[config.mk]
export PLATFORM = sky130hd
export DESIGN_NAME = motor_current_speed_stall_guard_flat
export DESIGN_NICKNAME = d
export VERILOG_FILES = /design/src/rtl/core/mcssg_pkg.sv /design/src/rtl/core/mcssg_if.sv /design/src/rtl/core/mcssg_ram.sv /design/src/rtl/core/mcssg_update.sv /design/src/rtl/core/motor_current_speed_stall_guard.sv /design/src/flat_wrapper.sv
export SDC_FILE = /design/constraint.sdc
export NUM_CORES = 1
export LEC_CHECK = 0
export ABC_CLOCK_PERIOD_IN_PS = 29100
export BUFFER_PORTS_ARGS = -buffer_cell sky130_fd_sc_hd__buf_2
export CAP_MARGIN = 20
export CORE_MARGIN = 4
export CORE_UTILIZATION = 40
export CTS_BUF_LIST = sky130_fd_sc_hd__clkbuf_2
export DETAILED_ROUTE_END_ITERATION = 10
export HOLD_SLACK_MARGIN = 0.03
export PLACE_DENSITY_LB_ADDON = 0.15
export SKIP_CTS_REPAIR_TIMING = 1
export SLEW_MARGIN = 20
export SYNTH_ARGS = -nofsm -noshare
export SYNTH_HDL_FRONTEND = slang
export SYNTH_SLANG_ARGS = --single-unit
[constraint.sdc]
create_clock -name clk_i -period 29.1 [get_ports clk_i]
set_clock_uncertainty 0.1 [all_clocks]
set_input_delay 2.91 -clock clk_i [delete_from_list [all_inputs] [get_ports clk_i]]
set_output_delay 2.91 -clock clk_i [all_outputs]
set_load 0.01 [all_outputs]
[src/rtl/core/mcssg_pkg.sv]
// Shared types, widths and constants of the motor current / speed stall guard.
// No dependencies; every other file of the block but mcssg_ram imports this package.
`timescale 1ns / 1ps
`default_nettype none

package mcssg_pkg;

  // Channel count served by the block
  localparam int CHANNELS = 4;

  // Field widths
  localparam int CH_W       = 2;
  localparam int CUR_W      = 10;
  localparam int SPD_W      = 7;
  localparam int SPD8_W     = 8;
  localparam int LED_W      = 4;
  localparam int ST_W       = 2;
  localparam int TMR_W      = 16;
  localparam int PC_W       = 8;
  localparam int THR_W      = 11;
  localparam int CFG_IDX_W  = 3;
  localparam int CFG_DATA_W = 16;

  // Per-channel entry slots, one per channel code
  localparam int CH_SLOTS = 1 << CH_W;

  // Configuration register indexes
  localparam logic [CFG_IDX_W-1:0] REG_STALL_CURRENT     = 3'd0;
  localparam logic [CFG_IDX_W-1:0] REG_LED_FAULT_CURRENT = 3'd1;
  localparam logic [CFG_IDX_W-1:0] REG_BOOST_TICKS       = 3'd2;
  localparam logic [CFG_IDX_W-1:0] REG_PAUSE_END_TICKS   = 3'd3;
  localparam logic [CFG_IDX_W-1:0] REG_FILTER_BAND       = 3'd4;
  localparam logic [CFG_IDX_W-1:0] REG_FILTER_PERSIST    = 3'd5;

  // Configuration defaults
  localparam logic [CUR_W-1:0] RST_STALL_CURRENT     = 10'd500;
  localparam logic [CUR_W-1:0] RST_LED_FAULT_CURRENT = 10'd300;
  localparam logic [TMR_W-1:0] RST_BOOST_TICKS       = 16'd150;
  localparam logic [TMR_W-1:0] RST_PAUSE_END_TICKS   = 16'd250;
  localparam logic [CUR_W-1:0] RST_FILTER_BAND       = 10'd4;
  localparam logic [PC_W-1:0]  RST_FILTER_PERSIST    = 8'd20;

  // Stall state codes
  localparam logic [ST_W-1:0] ST_NORMAL = 2'd0;
  localparam logic [ST_W-1:0] ST_PAUSE  = 2'd1;
  localparam logic [ST_W-1:0] ST_BOOST  = 2'd2;

  // Speed band limits and fixed speeds
  localparam logic [SPD8_W-1:0] BAND1_MAX       = 8'd45;
  localparam logic [SPD8_W-1:0] BAND3_MIN       = 8'd65;
  localparam logic [SPD8_W-1:0] BOOST_MIN_SPEED = 8'd99;
  localparam logic [SPD8_W-1:0] TARGET_HIGH     = 8'd97;
  localparam logic [SPD8_W-1:0] SPEED_CAP       = 8'd99;
  localparam logic [SPD8_W-1:0] SPEED_MAX       = 8'd100;
  localparam logic [SPD_W-1:0]  SPEED_BOOST     = 7'd100;

  typedef struct packed {
    logic [CUR_W-1:0] stall_current;
    logic [CUR_W-1:0] led_fault_current;
    logic [TMR_W-1:0] boost_ticks;
    logic [TMR_W-1:0] pause_end_ticks;
    logic [CUR_W-1:0] filter_band;
    logic [PC_W-1:0]  filter_persist;
  } cfg_t;

  typedef struct packed {
    logic [CH_W-1:0]  channel;
    logic [CUR_W-1:0] raw_current;
    logic [SPD_W-1:0] target_speed;
    logic [SPD_W-1:0] present_speed;
    logic             channel_commanded;
    logic             display_mute;
  } item_t;

  typedef struct packed {
    logic [SPD_W-1:0] speed_out;
    logic [LED_W-1:0] led_on_mask;
    logic [LED_W-1:0] led_blink_mask;
    logic [ST_W-1:0]  stall_state_out;
    logic             pause_active;
  } result_t;

  // One channel entry as stored in the state memory
  typedef struct packed {
    logic [CUR_W-1:0] fcur;
    logic [PC_W-1:0]  pcount;
    logic [ST_W-1:0]  state;
    logic [TMR_W-1:0] timer;
  } entry_t;

  localparam int ENTRY_W = CUR_W + PC_W + ST_W + TMR_W;

endpackage

`default_nettype wire

[src/rtl/core/mcssg_if.sv]
// Valid/ready channel interfaces for input items and result items.
// Depends on mcssg_pkg for field widths.
`timescale 1ns / 1ps
`default_nettype none

interface mcssg_in_if import mcssg_pkg::*; ();
  logic             valid;
  logic             ready;
  logic [CH_W-1:0]  channel;
  logic [CUR_W-1:0] raw_current;
  logic [SPD_W-1:0] target_speed;
  logic [SPD_W-1:0] present_speed;
  logic             channel_commanded;
  logic             display_mute;

  modport source (
    output valid, channel, raw_current, target_speed, present_speed,
           channel_commanded, display_mute,
    input  ready
  );
  modport sink (
    input  valid, channel, raw_current, target_speed, present_speed,
           channel_commanded, display_mute,
    output ready
  );
endinterface

interface mcssg_out_if import mcssg_pkg::*; ();
  logic             valid;
  logic             ready;
  logic [SPD_W-1:0] speed_out;
  logic [LED_W-1:0] led_on_mask;
  logic [LED_W-1:0] led_blink_mask;
  logic [ST_W-1:0]  stall_state_out;
  logic             pause_active;

  modport source (
    output valid, speed_out, led_on_mask, led_blink_mask, stall_state_out,
           pause_active,
    input  ready
  );
  modport sink (
    input  valid, speed_out, led_on_mask, led_blink_mask, stall_state_out,
           pause_active,
    output ready
  );
endinterface

`default_nettype wire

[src/rtl/core/mcssg_ram.sv]
// Generic single-write, single-read RAM with a registered read port.
// No package dependencies.
`timescale 1ns / 1ps
`default_nettype none

module mcssg_ram #(
  parameter int unsigned Width = 8,
  parameter int unsigned Depth = 4
) (
  input  wire logic                                    clk_i,
  input  wire logic                                    we_i,
  input  wire logic [((Depth > 1) ? $clog2(Depth) : 1)-1:0] waddr_i,
  input  wire logic [Width-1:0]                        wdata_i,
  input  wire logic [((Depth > 1) ? $clog2(Depth) : 1)-1:0] raddr_i,
  output logic      [Width-1:0]                        rdata_o
);

  logic [Width-1:0] mem_q [Depth];
  logic [Width-1:0] rdata_q;

  // Write one word and read one word, with the read data registered
  always_ff @(posedge clk_i) begin
    if (we_i) begin
      mem_q[waddr_i] <= wdata_i;
    end
    rdata_q <= mem_q[raddr_i];
  end

  assign rdata_o = rdata_q;

endmodule

`default_nettype wire

[src/rtl/core/mcssg_update.sv]
// Per-item update of one channel: current filter, speed bands, LEDs, stall FSM.
// Depends on mcssg_pkg; purely combinational, used by the top level.
`timescale 1ns / 1ps
`default_nettype none

module mcssg_update import mcssg_pkg::*; (
  input  wire item_t            item_i,
  input  wire entry_t           entry_i,
  input  wire cfg_t             cfg_i,
  input  wire logic             pause_i,
  input  wire logic [LED_W-1:0] led_on_i,
  input  wire logic [LED_W-1:0] led_blink_i,
  output entry_t                entry_o,
  output logic                  pause_o,
  output logic [LED_W-1:0]      led_on_o,
  output logic [LED_W-1:0]      led_blink_o,
  output result_t               result_o,
  output logic                  ch_ok_o
);

  // One band step: raise above the upper line, lower at or below the lower line
  function automatic logic [SPD8_W-1:0] band_step(
    input logic [SPD8_W-1:0] s,
    input logic [CUR_W-1:0]  cur,
    input logic [2:0]        up_mul,
    input logic [2:0]        up_add,
    input logic [2:0]        dn_mul,
    input logic [2:0]        dn_add
  );
    logic [THR_W-1:0] up_thr;
    logic [THR_W-1:0] dn_thr;
    logic [THR_W-1:0] cur_x;
    up_thr = THR_W'(up_add) + THR_W'(up_mul) * THR_W'(s);
    dn_thr = THR_W'(dn_add) + THR_W'(dn_mul) * THR_W'(s);
    cur_x  = THR_W'(cur);
    if (cur_x > up_thr) begin
      band_step = s + 8'd1;
    end else if (cur_x <= dn_thr) begin
      band_step = s - 8'd1;
    end else begin
      band_step = s;
    end
  endfunction

  logic              ch_ok;
  logic [CUR_W-1:0]  diff;
  logic [CUR_W-1:0]  fc;
  logic [PC_W-1:0]   pc;
  logic [SPD8_W-1:0] spd;
  logic [SPD8_W-1:0] tgt;
  logic [LED_W-1:0]  bit_mask;
  logic [LED_W-1:0]  led_on;
  logic [LED_W-1:0]  led_blink;
  logic              fault;
  logic [ST_W-1:0]   st;
  logic [TMR_W-1:0]  tmr;
  logic              pause;
  logic [SPD_W-1:0]  speed_set;

  always_comb begin
    ch_ok = 32'(item_i.channel) < CHANNELS;

    // Persistence filter on the raw current
    diff = (item_i.raw_current >= entry_i.fcur) ? item_i.raw_current - entry_i.fcur
                                                : entry_i.fcur - item_i.raw_current;
    fc = entry_i.fcur;
    pc = entry_i.pcount;
    if (diff > cfg_i.filter_band) begin
      pc = pc + 8'd1;
    end else begin
      pc = '0;
    end
    if (pc > cfg_i.filter_persist) begin
      pc = '0;
      fc = item_i.raw_current;
    end

    // Speed bands, one after another, with 8-bit wrap
    spd = SPD8_W'(item_i.present_speed);
    if (spd <= BAND1_MAX) begin
      spd = band_step(spd, fc, 3'd4, 3'd3, 3'd3, 3'd3);
    end
    if (spd > BAND1_MAX && spd < BAND3_MIN) begin
      spd = band_step(spd, fc, 3'd4, 3'd6, 3'd3, 3'd6);
    end
    if (spd >= BAND3_MIN) begin
      spd = band_step(spd, fc, 3'd5, 3'd6, 3'd4, 3'd6);
    end

    // LED bits of this channel
    bit_mask  = LED_W'(1) << item_i.channel;
    fault     = (fc > cfg_i.led_fault_current) || (entry_i.state == ST_PAUSE);
    led_on    = led_on_i;
    led_blink = led_blink_i;
    if (item_i.channel_commanded && !fault) begin
      led_on    = led_on | bit_mask;
      led_blink = led_blink & ~bit_mask;
    end else if (item_i.channel_commanded) begin
      led_on    = led_on & ~bit_mask;
      led_blink = led_blink | bit_mask;
    end else begin
      led_on    = led_on & ~bit_mask;
      led_blink = led_blink & ~bit_mask;
    end
    if (item_i.display_mute) begin
      led_on    = led_on & ~bit_mask;
      led_blink = led_blink & ~bit_mask;
    end

    // Stall entry and exit
    st    = entry_i.state;
    tmr   = entry_i.timer;
    pause = pause_i;
    if (fc > cfg_i.stall_current && spd >= BOOST_MIN_SPEED) begin
      st = ST_BOOST;
    end else if (fc <= cfg_i.stall_current && !pause_i) begin
      st = ST_NORMAL;
    end

    // Clamp against the target
    tgt = SPD8_W'(item_i.target_speed);
    if (tgt == '0) begin
      spd = '0;
    end else if (spd < tgt || spd > SPEED_MAX) begin
      spd = tgt;
    end
    if (tgt > TARGET_HIGH) begin
      spd = SPEED_CAP;
    end

    // Advance the stall timer and state
    case (st)
      ST_BOOST: begin
        tmr = tmr + 16'd1;
        if (tmr >= cfg_i.boost_ticks) begin
          st    = ST_PAUSE;
          pause = 1'b1;
        end
      end
      ST_PAUSE: begin
        tmr = tmr + 16'd1;
        if (tmr >= cfg_i.pause_end_ticks) begin
          st    = ST_NORMAL;
          pause = 1'b0;
        end
      end
      ST_NORMAL: begin
        tmr = '0;
      end
      default: ;
    endcase

    // Speed to apply
    case (st)
      ST_PAUSE:  speed_set = '0;
      ST_NORMAL: speed_set = spd[SPD_W-1:0];
      ST_BOOST:  speed_set = SPEED_BOOST;
      default:   speed_set = '0;
    endcase

    // Drive outputs; a channel outside the served range changes nothing
    ch_ok_o = ch_ok;
    if (ch_ok) begin
      entry_o.fcur   = fc;
      entry_o.pcount = pc;
      entry_o.state  = st;
      entry_o.timer  = tmr;
      pause_o        = pause;
      led_on_o       = led_on;
      led_blink_o    = led_blink;
      result_o.speed_out       = speed_set;
      result_o.stall_state_out = st;
    end else begin
      entry_o     = entry_i;
      pause_o     = pause_i;
      led_on_o    = led_on_i;
      led_blink_o = led_blink_i;
      result_o.speed_out       = '0;
      result_o.stall_state_out = ST_NORMAL;
    end
    result_o.led_on_mask    = led_on_o;
    result_o.led_blink_mask = led_blink_o;
    result_o.pause_active   = pause_o;
  end

endmodule

`default_nettype wire

[src/rtl/core/motor_current_speed_stall_guard.sv]
// Motor current / speed stall guard, top level.
// Each item passes the stage 1 item register and then the output register.
// Throughput: one item per cycle while the result port takes results, with a
// read-modify-write of the per-channel state memory and a bypass for back-to-back channels.
// Reset: config registers take their defaults; per-entry valid bits make every
// channel entry read as zero, so no clearing pass runs and items are taken at once.
`timescale 1ns / 1ps
`default_nettype none

module motor_current_speed_stall_guard import mcssg_pkg::*; (
  input  wire logic                  clk_i,
  input  wire logic                  rst_ni,
  input  wire logic                  cfg_we_i,
  input  wire logic [CFG_IDX_W-1:0]  cfg_idx_i,
  input  wire logic [CFG_DATA_W-1:0] cfg_wdata_i,
  mcssg_in_if.sink                   in_i,
  mcssg_out_if.source                out_o
);

  cfg_t             cfg_q;
  logic             s1_valid_q;
  item_t            s1_item_q;
  logic             out_valid_q;
  result_t          out_data_q;
  logic             pause_q;
  logic [LED_W-1:0] led_on_q;
  logic [LED_W-1:0] led_blink_q;
  logic [CH_SLOTS-1:0] ent_valid_q;
  logic             byp_valid_q;
  logic [CH_W-1:0]  byp_ch_q;
  entry_t           byp_data_q;

  logic             in_ready;
  logic             in_accept;
  logic             out_free;
  logic             s1_fire;
  logic [CH_W-1:0]  ram_raddr;
  logic [ENTRY_W-1:0] ram_rdata;
  logic             ram_we;
  entry_t           entry_cur;
  entry_t           entry_d;
  logic             pause_d;
  logic [LED_W-1:0] led_on_d;
  logic [LED_W-1:0] led_blink_d;
  result_t          result_d;
  logic             ch_ok;

  // Configuration registers
  always_ff @(posedge clk_i or negedge rst_ni) begin
    if (!rst_ni) begin
      cfg_q.stall_current     <= RST_STALL_CURRENT;
      cfg_q.led_fault_current <= RST_LED_FAULT_CURRENT;
      cfg_q.boost_ticks       <= RST_BOOST_TICKS;
      cfg_q.pause_end_ticks   <= RST_PAUSE_END_TICKS;
      cfg_q.filter_band       <= RST_FILTER_BAND;
      cfg_q.filter_persist    <= RST_FILTER_PERSIST;
    end else if (cfg_we_i) begin
      case (cfg_idx_i)
        REG_STALL_CURRENT:     cfg_q.stall_current     <= cfg_wdata_i[CUR_W-1:0];
        REG_LED_FAULT_CURRENT: cfg_q.led_fault_current <= cfg_wdata_i[CUR_W-1:0];
        REG_BOOST_TICKS:       cfg_q.boost_ticks       <= cfg_wdata_i[TMR_W-1:0];
        REG_PAUSE_END_TICKS:   cfg_q.pause_end_ticks   <= cfg_wdata_i[TMR_W-1:0];
        REG_FILTER_BAND:       cfg_q.filter_band       <= cfg_wdata_i[CUR_W-1:0];
        REG_FILTER_PERSIST:    cfg_q.filter_persist    <= cfg_wdata_i[PC_W-1:0];
        default: ;
      endcase
    end
  end

  // Handshake: stage 1 moves on when the output register is free
  assign out_free  = !out_valid_q || out_o.ready;
  assign s1_fire   = s1_valid_q && out_free;
  assign in_ready  = !s1_valid_q || s1_fire;
  assign in_accept = in_i.valid && in_ready;
  assign in_i.ready = in_ready;

  // Read the entry of the incoming item, or re-read the held one
  assign ram_raddr = in_ready ? in_i.channel : s1_item_q.channel;
  assign ram_we    = s1_fire && ch_ok;

  mcssg_ram #(
    .Width (ENTRY_W),
    .Depth (CH_SLOTS)
  ) u_state_ram (
    .clk_i   (clk_i),
    .we_i    (ram_we),
    .waddr_i (s1_item_q.channel),
    .wdata_i (entry_d),
    .raddr_i (ram_raddr),
    .rdata_o (ram_rdata)
  );

  // Pick the newest copy of the entry: last write, memory, or reset value
  always_comb begin
    if (byp_valid_q && byp_ch_q == s1_item_q.channel) begin
      entry_cur = byp_data_q;
    end else if (ent_valid_q[s1_item_q.channel]) begin
      entry_cur = entry_t'(ram_rdata);
    end else begin
      entry_cur = '0;
    end
  end

  mcssg_update u_update (
    .item_i      (s1_item_q),
    .entry_i     (entry_cur),
    .cfg_i       (cfg_q),
    .pause_i     (pause_q),
    .led_on_i    (led_on_q),
    .led_blink_i (led_blink_q),
    .entry_o     (entry_d),
    .pause_o     (pause_d),
    .led_on_o    (led_on_d),
    .led_blink_o (led_blink_d),
    .result_o    (result_d),
    .ch_ok_o     (ch_ok)
  );

  // Stage 1 item register
  always_ff @(posedge clk_i or negedge rst_ni) begin
    if (!rst_ni) begin
      s1_valid_q <= 1'b0;
    end else if (in_accept) begin
      s1_valid_q <= 1'b1;
    end else if (s1_fire) begin
      s1_valid_q <= 1'b0;
    end
  end

  always_ff @(posedge clk_i) begin
    if (in_accept) begin
      s1_item_q.channel           <= in_i.channel;
      s1_item_q.raw_current       <= in_i.raw_current;
      s1_item_q.target_speed      <= in_i.target_speed;
      s1_item_q.present_speed     <= in_i.present_speed;
      s1_item_q.channel_commanded <= in_i.channel_commanded;
      s1_item_q.display_mute      <= in_i.display_mute;
    end
  end

  // Shared state, entry valid bits and write bypass
  always_ff @(posedge clk_i or negedge rst_ni) begin
    if (!rst_ni) begin
      pause_q     <= 1'b0;
      led_on_q    <= '0;
      led_blink_q <= '0;
      ent_valid_q <= '0;
      byp_valid_q <= 1'b0;
      byp_ch_q    <= '0;
    end else begin
      if (s1_fire) begin
        pause_q     <= pause_d;
        led_on_q    <= led_on_d;
        led_blink_q <= led_blink_d;
      end
      if (ram_we) begin
        ent_valid_q[s1_item_q.channel] <= 1'b1;
        byp_valid_q <= 1'b1;
        byp_ch_q    <= s1_item_q.channel;
      end
    end
  end

  always_ff @(posedge clk_i) begin
    if (ram_we) begin
      byp_data_q <= entry_d;
    end
  end

  // Output register
  always_ff @(posedge clk_i or negedge rst_ni) begin
    if (!rst_ni) begin
      out_valid_q <= 1'b0;
    end else if (s1_fire) begin
      out_valid_q <= 1'b1;
    end else if (out_o.ready) begin
      out_valid_q <= 1'b0;
    end
  end

  always_ff @(posedge clk_i) begin
    if (s1_fire) begin
      out_data_q <= result_d;
    end
  end

  assign out_o.valid           = out_valid_q;
  assign out_o.speed_out       = out_data_q.speed_out;
  assign out_o.led_on_mask     = out_data_q.led_on_mask;
  assign out_o.led_blink_mask  = out_data_q.led_blink_mask;
  assign out_o.stall_state_out = out_data_q.stall_state_out;
  assign out_o.pause_active    = out_data_q.pause_active;

endmodule

`default_nettype wire

[src/flat_wrapper.sv]
// flat-port wrapper written by rule: the top's interface ports become plain ports
module motor_current_speed_stall_guard_flat import mcssg_pkg::*;
  (clk_i, rst_ni, cfg_we_i, cfg_idx_i, cfg_wdata_i, in_i_valid, in_i_channel, in_i_raw_current, in_i_target_speed, in_i_present_speed, in_i_channel_commanded, in_i_display_mute, in_i_ready, out_o_valid, out_o_speed_out, out_o_led_on_mask, out_o_led_blink_mask, out_o_stall_state_out, out_o_pause_active, out_o_ready);
  mcssg_in_if in_i_i ();
  mcssg_out_if out_o_i ();
  input  wire logic clk_i;
  input  wire logic rst_ni;
  input  wire logic cfg_we_i;
  input  wire logic [CFG_IDX_W-1:0] cfg_idx_i;
  input  wire logic [CFG_DATA_W-1:0] cfg_wdata_i;
  input wire logic [$bits(in_i_i.valid)-1:0] in_i_valid;
  input wire logic [$bits(in_i_i.channel)-1:0] in_i_channel;
  input wire logic [$bits(in_i_i.raw_current)-1:0] in_i_raw_current;
  input wire logic [$bits(in_i_i.target_speed)-1:0] in_i_target_speed;
  input wire logic [$bits(in_i_i.present_speed)-1:0] in_i_present_speed;
  input wire logic [$bits(in_i_i.channel_commanded)-1:0] in_i_channel_commanded;
  input wire logic [$bits(in_i_i.display_mute)-1:0] in_i_display_mute;
  output wire logic [$bits(in_i_i.ready)-1:0] in_i_ready;
  output wire logic [$bits(out_o_i.valid)-1:0] out_o_valid;
  output wire logic [$bits(out_o_i.speed_out)-1:0] out_o_speed_out;
  output wire logic [$bits(out_o_i.led_on_mask)-1:0] out_o_led_on_mask;
  output wire logic [$bits(out_o_i.led_blink_mask)-1:0] out_o_led_blink_mask;
  output wire logic [$bits(out_o_i.stall_state_out)-1:0] out_o_stall_state_out;
  output wire logic [$bits(out_o_i.pause_active)-1:0] out_o_pause_active;
  input wire logic [$bits(out_o_i.ready)-1:0] out_o_ready;
  assign in_i_i.valid = in_i_valid;
  assign in_i_i.channel = in_i_channel;
  assign in_i_i.raw_current = in_i_raw_current;
  assign in_i_i.target_speed = in_i_target_speed;
  assign in_i_i.present_speed = in_i_present_speed;
  assign in_i_i.channel_commanded = in_i_channel_commanded;
  assign in_i_i.display_mute = in_i_display_mute;
  assign in_i_ready = in_i_i.ready;
  assign out_o_valid = out_o_i.valid;
  assign out_o_speed_out = out_o_i.speed_out;
  assign out_o_led_on_mask = out_o_i.led_on_mask;
  assign out_o_led_blink_mask = out_o_i.led_blink_mask;
  assign out_o_stall_state_out = out_o_i.stall_state_out;
  assign out_o_pause_active = out_o_i.pause_active;
  assign out_o_i.ready = out_o_ready;
  motor_current_speed_stall_guard u_core (.clk_i(clk_i), .rst_ni(rst_ni), .cfg_we_i(cfg_we_i), .cfg_idx_i(cfg_idx_i), .cfg_wdata_i(cfg_wdata_i), .in_i(in_i_i), .out_o(out_o_i));
endmodule
==> impl_metrics.ini, run 1 <==
[placement]
hpwlAfterDp_um = 37500
port-buffer-count = 71
place_congestion = 0.933
postPlaceCellArea_mm2 = 0.0216

[die]
die_area_mm2 = 0.0545
core_mm2 = 0.0502
num_rows = 82
io_pins = 72
initial_core_util_pct = 40.6
die_h_um = 234
fp.dieW_um = 234

[cts]
cts_buffers = 91
clkTransAtPathRegs_ns = 0.10
worstSkewPairLatency_ns = 1.01
cts_max_level = 3
clk_path_buf_depth = 3
clockRootBuffer = clkbuf_2
cts_tree = built
clock-sinks = 348

[synth]
async_reset_ff_share_pct = 25.3
synth_cells = 1769
synth_nets = 2035
syn_area_per_cell_um2 = 11.5
yosys-top-cells-count = edfxtp_1, ha_1, inv_1, nand2_1, o21ai_0
yosysMostFrequentCell = edfxtp_1
ys_types = 97
yosysWarnings = 0
ys_top_cells_by_area = edfxtp_1, ha_1, dfrtp_1
ys_ff_latch = 348
synth_ff_type = edfxtp_1
yosysSeqAreaShare_pct = 47.6
synth_top_cell_area_share_pct = 33.1
synth-edff-count = 224
synth_area_mm2 = 0.0203
yosysTopAreaCell = edfxtp_1

[critical_path]
worst-r2r-cell-count = 92
start_kind = flop
arrival_ns = 23.80
crit_fanout = 46
path_class = reg2reg
critPathSlowestCell = o21ai_0
critPathRequiredTime_ns = 29.74
reg2reg_to = u_core.out_o.speed_out[1]$_DFFE_PP_
end_kind = flop
reg2reg_slack_ns = 5.94
cp_slowest_stage_delay_ns = 0.74
r2r_start = u_core.s1_item_q[26]$_DFFE_PP_

[sta]
max_freq_mhz = 43.2
fin_setup_tns_ns = 0
slew_viol_final = 0
hold_viol_final = 0
finalCritPeriodShare_pct = 79.6
layout_min_cycle_time_ns = 23.16
setup_viol_count_final = 0
rsz0062_at_grt = no
worstMarginPinSlew_ns = 1.05
relSlewSlack_pct = 29.8

[hold_path]
min-delay-start = u_core.ent_valid_q[2]$_DFFE_PN0P_
whs_path_depth = 1
hold_end = u_core.ent_valid_q[2]$_DFFE_PN0P_
worstHoldPathType = reg2reg

[routing]
vias_per_cell = 5.42
wire_per_inst_um = 20.3
drc = 0
ant_nets = 0
drtIter0Drc = 972
vias = 14400
drt_pass1_iterations = 5
wirelength_um = 53900

[global_route]
grt_pass1_wl_um = 83900
grtUsageMet2_pct = 32.8
met1_usage_pct = 26.8
grt_max_degree = 63
antenna_found_initial = 1
grt_remaining_overflow = 0
grt_use_total_pct = 19.9
grt_util_met3_pct = 3.65
top_usage_layer = met2
grt_pass1_vias = 14700

[flow_run]
maxCapViolCount = 0

[outcome]
status = complete, no violations

[layout]
drive_above_1_share_pct = 19.9
design_area_mm2 = 0.0225
num-nets-final = 2169
area_growth_pct = 10.4
==> critical path: cells and delay by family, from the launching register on <==
kind / cells / cell delay [ns]
adders and majority gates: 12 / 4.10
AOI/OAI and AO/OA: 43 / 11.21
buffers and inverters: 6 / 1.52
muxes: 1 / 0.42
and+or+nand+nor: 25 / 3.54
xor gates and xnor gates: 5 / 1.34
DFF: 1 / 0.61
==> cell type report <==
cell class | count | area (um2)
Antenna cell | 1 | 2.50
Timing Repair Buffer | 94 | 531
Multi-Input combinational cell | 1220 | 9950
Sequential cell | 348 | 9680
Clock buffer | 141 | 706
Tap cell | 672 | 841
Inverter | 148 | 556
Clock inverter | 31 | 186
Fill cell | 4743 | 27700
==> sequential cells by signal (all words and copies together) (netlist names), 2 cells and up <==
| signal | flops |
|---|---|
| u_core.out_o.stall_state_out | 2 |
| u_core.byp_data_q | 34 |
| u_core.cfg_q | 70 |
| u_core.led_on_q | 4 |
| u_core.led_blink_q | 4 |
| u_core.byp_ch_q | 2 |
| u_core.s1_item_q | 28 |
| u_core.out_o.led_on_mask | 4 |
| u_core.out_o.led_blink_mask | 4 |
| u_core.ent_valid_q | 4 |
| u_core.u_state_ram.mem_q | 144 |
| u_core.u_state_ram.rdata_o | 36 |
| u_core.out_o.speed_out | 7 |
==> kinds of logic after synthesis <==
logic type / after synthesis / share of synthesized area [%]
and+or+nand+nor: 424 / 10.7
AOI/OAI and AO/OA: 410 / 13.9
DFF: 348 / 47.6
adders and majority gates: 215 / 13.4
buffers and inverters: 201 / 3.80
muxes: 101 / 7.55
xor gates and xnor gates: 70 / 3.09
==> cells in the final DEF, fill, tap and decap left out, drive strengths merged, types with 6 or more instances in the layout <==
cell type  netlist  final
or3              9      9
nand4           24     24
inv            147    150
and3            13     13
o22ai            8      8
and2            17     17
nor3            35     35
mux4            37     37
or2              6      6
o211ai          13     13
dfstp           23     23
nand2          127    127
dfxtp           36     36
nor2            69     69
mux2            40     40
clkbuf          42    141
a21o            55     55
xnor2           52     52
a211oi           9      9
a22oi           14     14
nor4             7      7
mux2i           24     24
a21boi           6      6
a21oi           77     77
o21bai           9      9
o21ai           99     99
nand2b          27     27
nand3b          13     13
edfxtp         224    224
o21a            14     14
a22o            37     37
buf             11     94
a31oi            9      9
nor2b           21     21
clkinv           1     27
xor2            18     18
ha             210    210
dfrtp           65     65
nand3           35     35
==> layer usage <==
metal | vias up | routed length (um)
met4 | 0 | 1060
li1 | 6934 | -
met5 | - | 0
met3 | 74 | 2620
met1 | 7027 | 24800
met2 | 367 | 25400
==> worst max-delay path by stage <==
stage | cells after the start | slack [ns] | endpoint | from
2_1_floorplan | 104 | 8.72 | u_core.out_o.speed_out[0]$_DFFE_PP_ | u_core.s1_item_q[26]$_DFFE_PP_
3_5_place_dp | 92 | 6.25 | u_core.out_o.speed_out[0]$_DFFE_PP_ | u_core.s1_item_q[26]$_DFFE_PP_
6_report | 92 | 5.94 | u_core.out_o.speed_out[1]$_DFFE_PP_ | u_core.s1_item_q[26]$_DFFE_PP_
4_1_cts | 92 | 6.24 | u_core.out_o.speed_out[1]$_DFFE_PP_ | u_core.s1_item_q[26]$_DFFE_PP_
3_3_place_gp | 92 | 7.03 | u_core.out_o.speed_out[1]$_DFFE_PP_ | u_core.s1_item_q[26]$_DFFE_PP_
5_1_grt | 92 | 4.15 | u_core.out_o.speed_out[1]$_DFFE_PP_ | u_core.s1_item_q[26]$_DFFE_PP_
==> through the flow <==
step                utilization (%)  std cells  hold slack (ns)  setup slack (ns)
finish                         44.8       2655            0.379              5.94
global route                   44.8       2655            0.410              4.15
CTS                            44.7       2654            0.381              6.24
detailed placement             43.0       2482            0.353              6.25
global placement               43.0       2482            0.350              7.03
floorplan                         -       1769            0.325              8.72
Power of run 1 is left out: the tool's default activity adds up to more than one toggle a clock period on the data nets, which glitch-free logic cannot reach.
==> run 2: changes to the inputs <==
--- a/config.mk
+++ b/config.mk
@@ -5,7 +5,7 @@
 export SDC_FILE = /design/constraint.sdc
 export NUM_CORES = 1
 export LEC_CHECK = 0
-export ABC_CLOCK_PERIOD_IN_PS = 29100
+export ABC_CLOCK_PERIOD_IN_PS = 19700
 export BUFFER_PORTS_ARGS = -buffer_cell sky130_fd_sc_hd__buf_2
 export CAP_MARGIN = 20
 export CORE_MARGIN = 4
==> constraint.sdc (replaced) <==
create_clock -name clk_i -period 19.7 [get_ports clk_i]
set_clock_uncertainty 0.1 [all_clocks]
set_input_delay 1.97 -clock clk_i [delete_from_list [all_inputs] [get_ports clk_i]]
set_output_delay 1.97 -clock clk_i [all_outputs]
set_load 0.01 [all_outputs]
==> run 2 against run 1 <==
Compared with the run above:
- count of clock-buffer cells in the layout increased by 5
- critical endpoint is now u_core.out_o.speed_out[4]$_DFFE_PP_
- global-route usage decreased by 0.12 points
- highest routed layer unchanged
- sequential share of layout area decreased by 1.2 points
==> impl_metrics.ini, run 2 (same netlist as run 1, synthesis figures left out) <==
[sta]
fin_setup_tns_ns = 0
slew_viol_final = 0
relSlewSlack_pct = 30.4
layout_min_cycle_time_ns = 18.48
worstMarginPinSlew_ns = 1.04
max_freq_mhz = 54.1
fin_hold_ws_ns = 0.371
worst_slack_ns = 1.22
hold_viol_final = 0
finalCritPeriodShare_pct = 93.8
setup_viol_count_final = 0

[die]
core_mm2 = 0.0502
num_rows = 82
io_pins = 72
initial_core_util_pct = 40.6
die_area_mm2 = 0.0545
die_h_um = 234
fp.dieW_um = 234

[routing]
vias = 14500
drtIter0Drc = 1246
wirelength_um = 53900
drt_pass1_iterations = 5
wire_per_inst_um = 19.9
vias_per_cell = 5.34
drc = 0
ant_nets = 0

[hold_path]
worstHoldPathType = reg2reg

[cts]
clock-sinks = 348
clockRootBuffer = clkbuf_2
cts_tree = built
cts_max_level = 3
worstSkewPairLatency_ns = 1.01
clkTransAtPathRegs_ns = 0.09
cts_buffers = 92
clk_path_buf_depth = 3

[critical_path]
worst-r2r-cell-count = 97
endpoint = u_core.out_o.speed_out[4]$_DFFE_PP_
reg2reg_slack_ns = 1.22
arrival_ns = 19.10
cpMostUsedCell = ha_1
reg2reg_to = u_core.out_o.speed_out[4]$_DFFE_PP_
crit_fanout = 13
path_class = reg2reg
critPathLaunch = u_core.s1_item_q[26]$_DFFE_PP_
start_kind = flop
end_kind = flop
cp_slowest_stage_delay_ns = 0.64
critPathSlowestCell = mux4_2
r2r_start = u_core.s1_item_q[26]$_DFFE_PP_
critPathRequiredTime_ns = 20.32

[layout]
largest_reg_flops = 144
final_cell_mix = edfxtp_1, ha_1, clkbuf_2, inv_1, nand2_1
top_register = u_core.u_state_ram.mem_q
fin_util_pct = 46.1
num-nets-final = 2226
area_growth_pct = 13.6
layout_commonest_cell = edfxtp_1
drive_above_1_share_pct = 24.5

[global_route]
grt_remaining_overflow = 0
grt_pass1_vias = 15000
grt_use_total_pct = 19.8
antenna_found_initial = 2
grt_pass1_wl_um = 84000
grt_max_degree = 62

[placement]
hpwlAfterDp_um = 38300
port-buffer-count = 71
place_congestion = 0.951
place_ws_ns = -0.377

[flow_run]
maxCapViolCount = 0

[outcome]
status = complete, no violations
run 2: layout make-up:
cell class	count	area (um2)
Fill cell	4667	27100
Multi-Input combinational cell	1220	10200
Sequential cell	348	9680
Timing Repair Buffer	150	960
Tap cell	672	841
Clock buffer	146	731
Inverter	148	556
Clock inverter	28	125
Antenna cell	1	2.50
run 2: through the flow:
step	instances	instance area, um2
after floorplan	1769	20400
after global placement	2513	21800
after detailed placement	2513	21800
after CTS	2687	22700
after global routing	2713	23100
final	2713	23100
run 2: worst min path at each step:
stage,start,to,cells past startpoint
after floorplan,u_core.byp_valid_q$_DFFE_PN0P_,u_core.byp_valid_q$_DFFE_PN0P_,1
after global placement,u_core.ent_valid_q[0]$_DFFE_PN0P_,u_core.ent_valid_q[0]$_DFFE_PN0P_,1
after detailed placement,u_core.ent_valid_q[0]$_DFFE_PN0P_,u_core.ent_valid_q[0]$_DFFE_PN0P_,1
after CTS,u_core.ent_valid_q[2]$_DFFE_PN0P_,u_core.ent_valid_q[2]$_DFFE_PN0P_,1
after global routing,u_core.u_state_ram.mem_q[2][34]$_DFFE_PP_,u_core.u_state_ram.rdata_o[34]$_DFF_P_,1
final,u_core.ent_valid_q[2]$_DFFE_PN0P_,u_core.ent_valid_q[2]$_DFFE_PN0P_,1
run 2: metal layers:
metal  routed length (um)  vias to the layer above  GRT usage [%]
met5                    0                        -              0
met4                 1350                        0           6.72
met3                 2040                       82           2.66
met2                26300                      309           33.9
met1                24200                     7065           25.9
li1                     -                     7036              -
run 2: critical path, delay by kind of cell, from the launching register on:
kind | cells | cell delay, ns
AO/OA/AOI/OAI | 47 | 9.01
adder cells (fa/ha/maj) | 12 | 3.34
AND/OR/NAND/NOR | 24 | 2.91
multiplexers | 3 | 0.92
buffers and inverters | 7 | 0.83
XOR/XNOR | 4 | 0.58
flip-flops | 1 | 0.45
Power of run 2 is left out for the same reason.
==> run 3: changes to the inputs <==
--- a/config.mk
+++ b/config.mk
@@ -5,6 +5,7 @@
 export SDC_FILE = /design/constraint.sdc
 export NUM_CORES = 1
 export LEC_CHECK = 0
+export ABC_AREA = 1
 export ABC_CLOCK_PERIOD_IN_PS = 19700
 export BUFFER_PORTS_ARGS = -buffer_cell sky130_fd_sc_hd__buf_2
 export CAP_MARGIN = 20
==> run 3 against run 2 <==
Compared with the run above:
- first-iteration DRC count decreased by 27%
- synthesized cell count increased by 35%
- final area unchanged
- setup slack gained 0.84 ns
- flip-flop and latch count unchanged
- utilization down 1.4 points
- critical endpoint unchanged
==> impl_metrics.ini, run 3 <==
[outcome]
status = complete, no violations

[sta]
finalCritPeriodShare_pct = 89.5
relSlewSlack_pct = 28.0
worstMarginPinSlew_ns = 1.07
max_freq_mhz = 56.7
rsz0062_at_grt = no
slew_viol_final = 0
fin_setup_tns_ns = 0
setup_viol_count_final = 0
layout_min_cycle_time_ns = 17.63
hold_viol_final = 0

[flow_run]
maxCapViolCount = 0

[cts]
clockRootBuffer = clkbuf_2
clk_path_buf_depth = 3
cts_buffers = 93
cts_tree = built
clock-sinks = 348
clkTransAtPathRegs_ns = 0.11
worstSkewPairLatency_ns = 1.06
cts_max_level = 3

[layout]
largest_reg_flops = 144
num-nets-final = 2772
top_register = u_core.u_state_ram.mem_q
layout_commonest_cell = nand2_1
area_growth_pct = 9.76
final_cell_mix = nand2_1, inv_1, edfxtp_1, ha_1, o21ai_0
multi_input_area_mm2 = 0.00995
drive_above_1_share_pct = 15.4
fin_util_pct = 44.7
seq_area_mm2 = 0.00968
fillers = 5120

[synth]
synth_nets = 2649
synth_cells = 2383
ys_types = 56
yosysWarnings = 0
synth_area_mm2 = 0.0211
ys_top_cells_by_area = edfxtp_1, ha_1, nand2_1
yosysSeqAreaShare_pct = 46.0
synth-edff-count = 224
yosysTopAreaCell = edfxtp_1
ys_ff_latch = 348
syn_area_per_cell_um2 = 8.84
synth_ff_type = edfxtp_1
async_reset_ff_share_pct = 25.3
synth_top_cell_area_share_pct = 31.9
yosysMostFrequentCell = nand2_1
yosys-top-cells-count = nand2_1, inv_1, edfxtp_1, ha_1, o21ai_0

[routing]
drc = 0
drt_pass1_iterations = 5
vias = 16600
wire_per_inst_um = 16.6
drtIter0Drc = 914
vias_per_cell = 5.08
wirelength_um = 54200
ant_nets = 0

[die]
die_area_mm2 = 0.0564
initial_core_util_pct = 40.7
num_rows = 83
io_pins = 72
die_h_um = 237
core_mm2 = 0.0517
fp.dieW_um = 237

[global_route]
antenna_found_initial = 2
grtUsageMet2_pct = 32.5
top_usage_layer = met2
grt_remaining_overflow = 0
grt_max_degree = 73
met1_usage_pct = 24.1
grt_use_total_pct = 19.0
grt_pass1_vias = 16300
grt_pass1_wl_um = 86000
grt_util_met3_pct = 3.43

[critical_path]
critPathRequiredTime_ns = 20.34
end_kind = flop
path_class = reg2reg
critPathSlowestCell = edfxtp_1
arrival_ns = 18.27
cp_slowest_stage_delay_ns = 0.54
start_kind = flop
crit_fanout = 34
cpMostUsedCell = nand2_1

[hold_path]
worstHoldPathType = reg2reg

[placement]
hpwlAfterDp_um = 38400
place_congestion = 0.864
port-buffer-count = 71
==> run 3: cell count changes after synthesis, sizes merged, moves of 24 or more <==
cell	change
mux4	-37
nand2b	-27
nand3	+112
mux2i	-24
a21o	-48
inv	+172
a22o	-37
o21ai	+67
mux2	-40
xnor2	-39
a32oi	+35
a21oi	+47
nor2	+41
nand2	+532
==> run 3: layout make-up <==
class                      instances  area share (%)
clock inverter                    24           0.720
inverter                         321            5.22
tap                              680            3.68
clock buffer                     148            3.20
timing repair buffer              92            2.23
antenna                            3          0.0325
multi-input combinational       1650            43.0
sequential                       348            41.9
==> run 3: per-layer routing <==
layer	wire length [um]	up-vias
met4	1560	0
li1	-	8345
met3	2300	112
met2	26100	351
met1	24200	7795
met5	0	-
==> run 3: metrics by stage <==
| step | std cells | cell area (um2) | hold WS, ns | worst slack (ns) |
|---|---|---|---|---|
| floorplan | 2383 | 21100 | 0.340 | 3.20 |
| global placement | 3091 | 22200 | 0.367 | 2.15 |
| detailed placement | 3091 | 22200 | 0.358 | 1.72 |
| CTS | 3263 | 23100 | 0.381 | 1.51 |
| global route | 3266 | 23100 | 0.406 | 0.126 |
| finish | 3266 | 23100 | 0.378 | 2.07 |
==> run 3: path summary, 6_finish.rpt <==
path / start / end / slack [ns] / cells past startpoint
max: u_core.s1_item_q[26]$_DFFE_PP_ / u_core.out_o.speed_out[4]$_DFFE_PP_ / 2.07 / 103
min: u_core.ent_valid_q[3]$_DFFE_PN0P_ / u_core.ent_valid_q[3]$_DFFE_PN0P_ / 0.38 / 1
max reg2reg: u_core.s1_item_q[26]$_DFFE_PP_ / u_core.out_o.speed_out[4]$_DFFE_PP_ / 2.07 / 103
min reg2reg: u_core.ent_valid_q[3]$_DFFE_PN0P_ / u_core.ent_valid_q[3]$_DFFE_PN0P_ / 0.38 / 1
max in group asynchronous: rst_ni / u_core.cfg_q[54]$_DFFE_PN0P_ / 17.57 / 2
min in group asynchronous: rst_ni / u_core.led_on_q[3]$_DFFE_PN0P_ / 0.74 / 1
==> run 3: worst max-delay path: cells and delay by family (launching register included) <==
kind            cells  cell delay (ns)
flops               1             0.54
xor+xnor            4             0.58
fa+ha+maj          13             3.63
simple gates       51             6.53
buf+inv            17             1.85
compound gates     18             4.06
==> run 3: cell families (layout without fill, tap and decap cells) <==
kind of cell    count (synthesis)  count (layout)  synth area share, %
simple gates                  985             985                 20.8
compound gates                397             397                 11.0
buf+inv                       385             585                 7.14
flops                         348             348                 46.0
fa+ha+maj                     214             214                 12.9
xor+xnor                       54              54                 2.25
other cells                     0               3                    0
Power of run 3 is left out for the same reason.
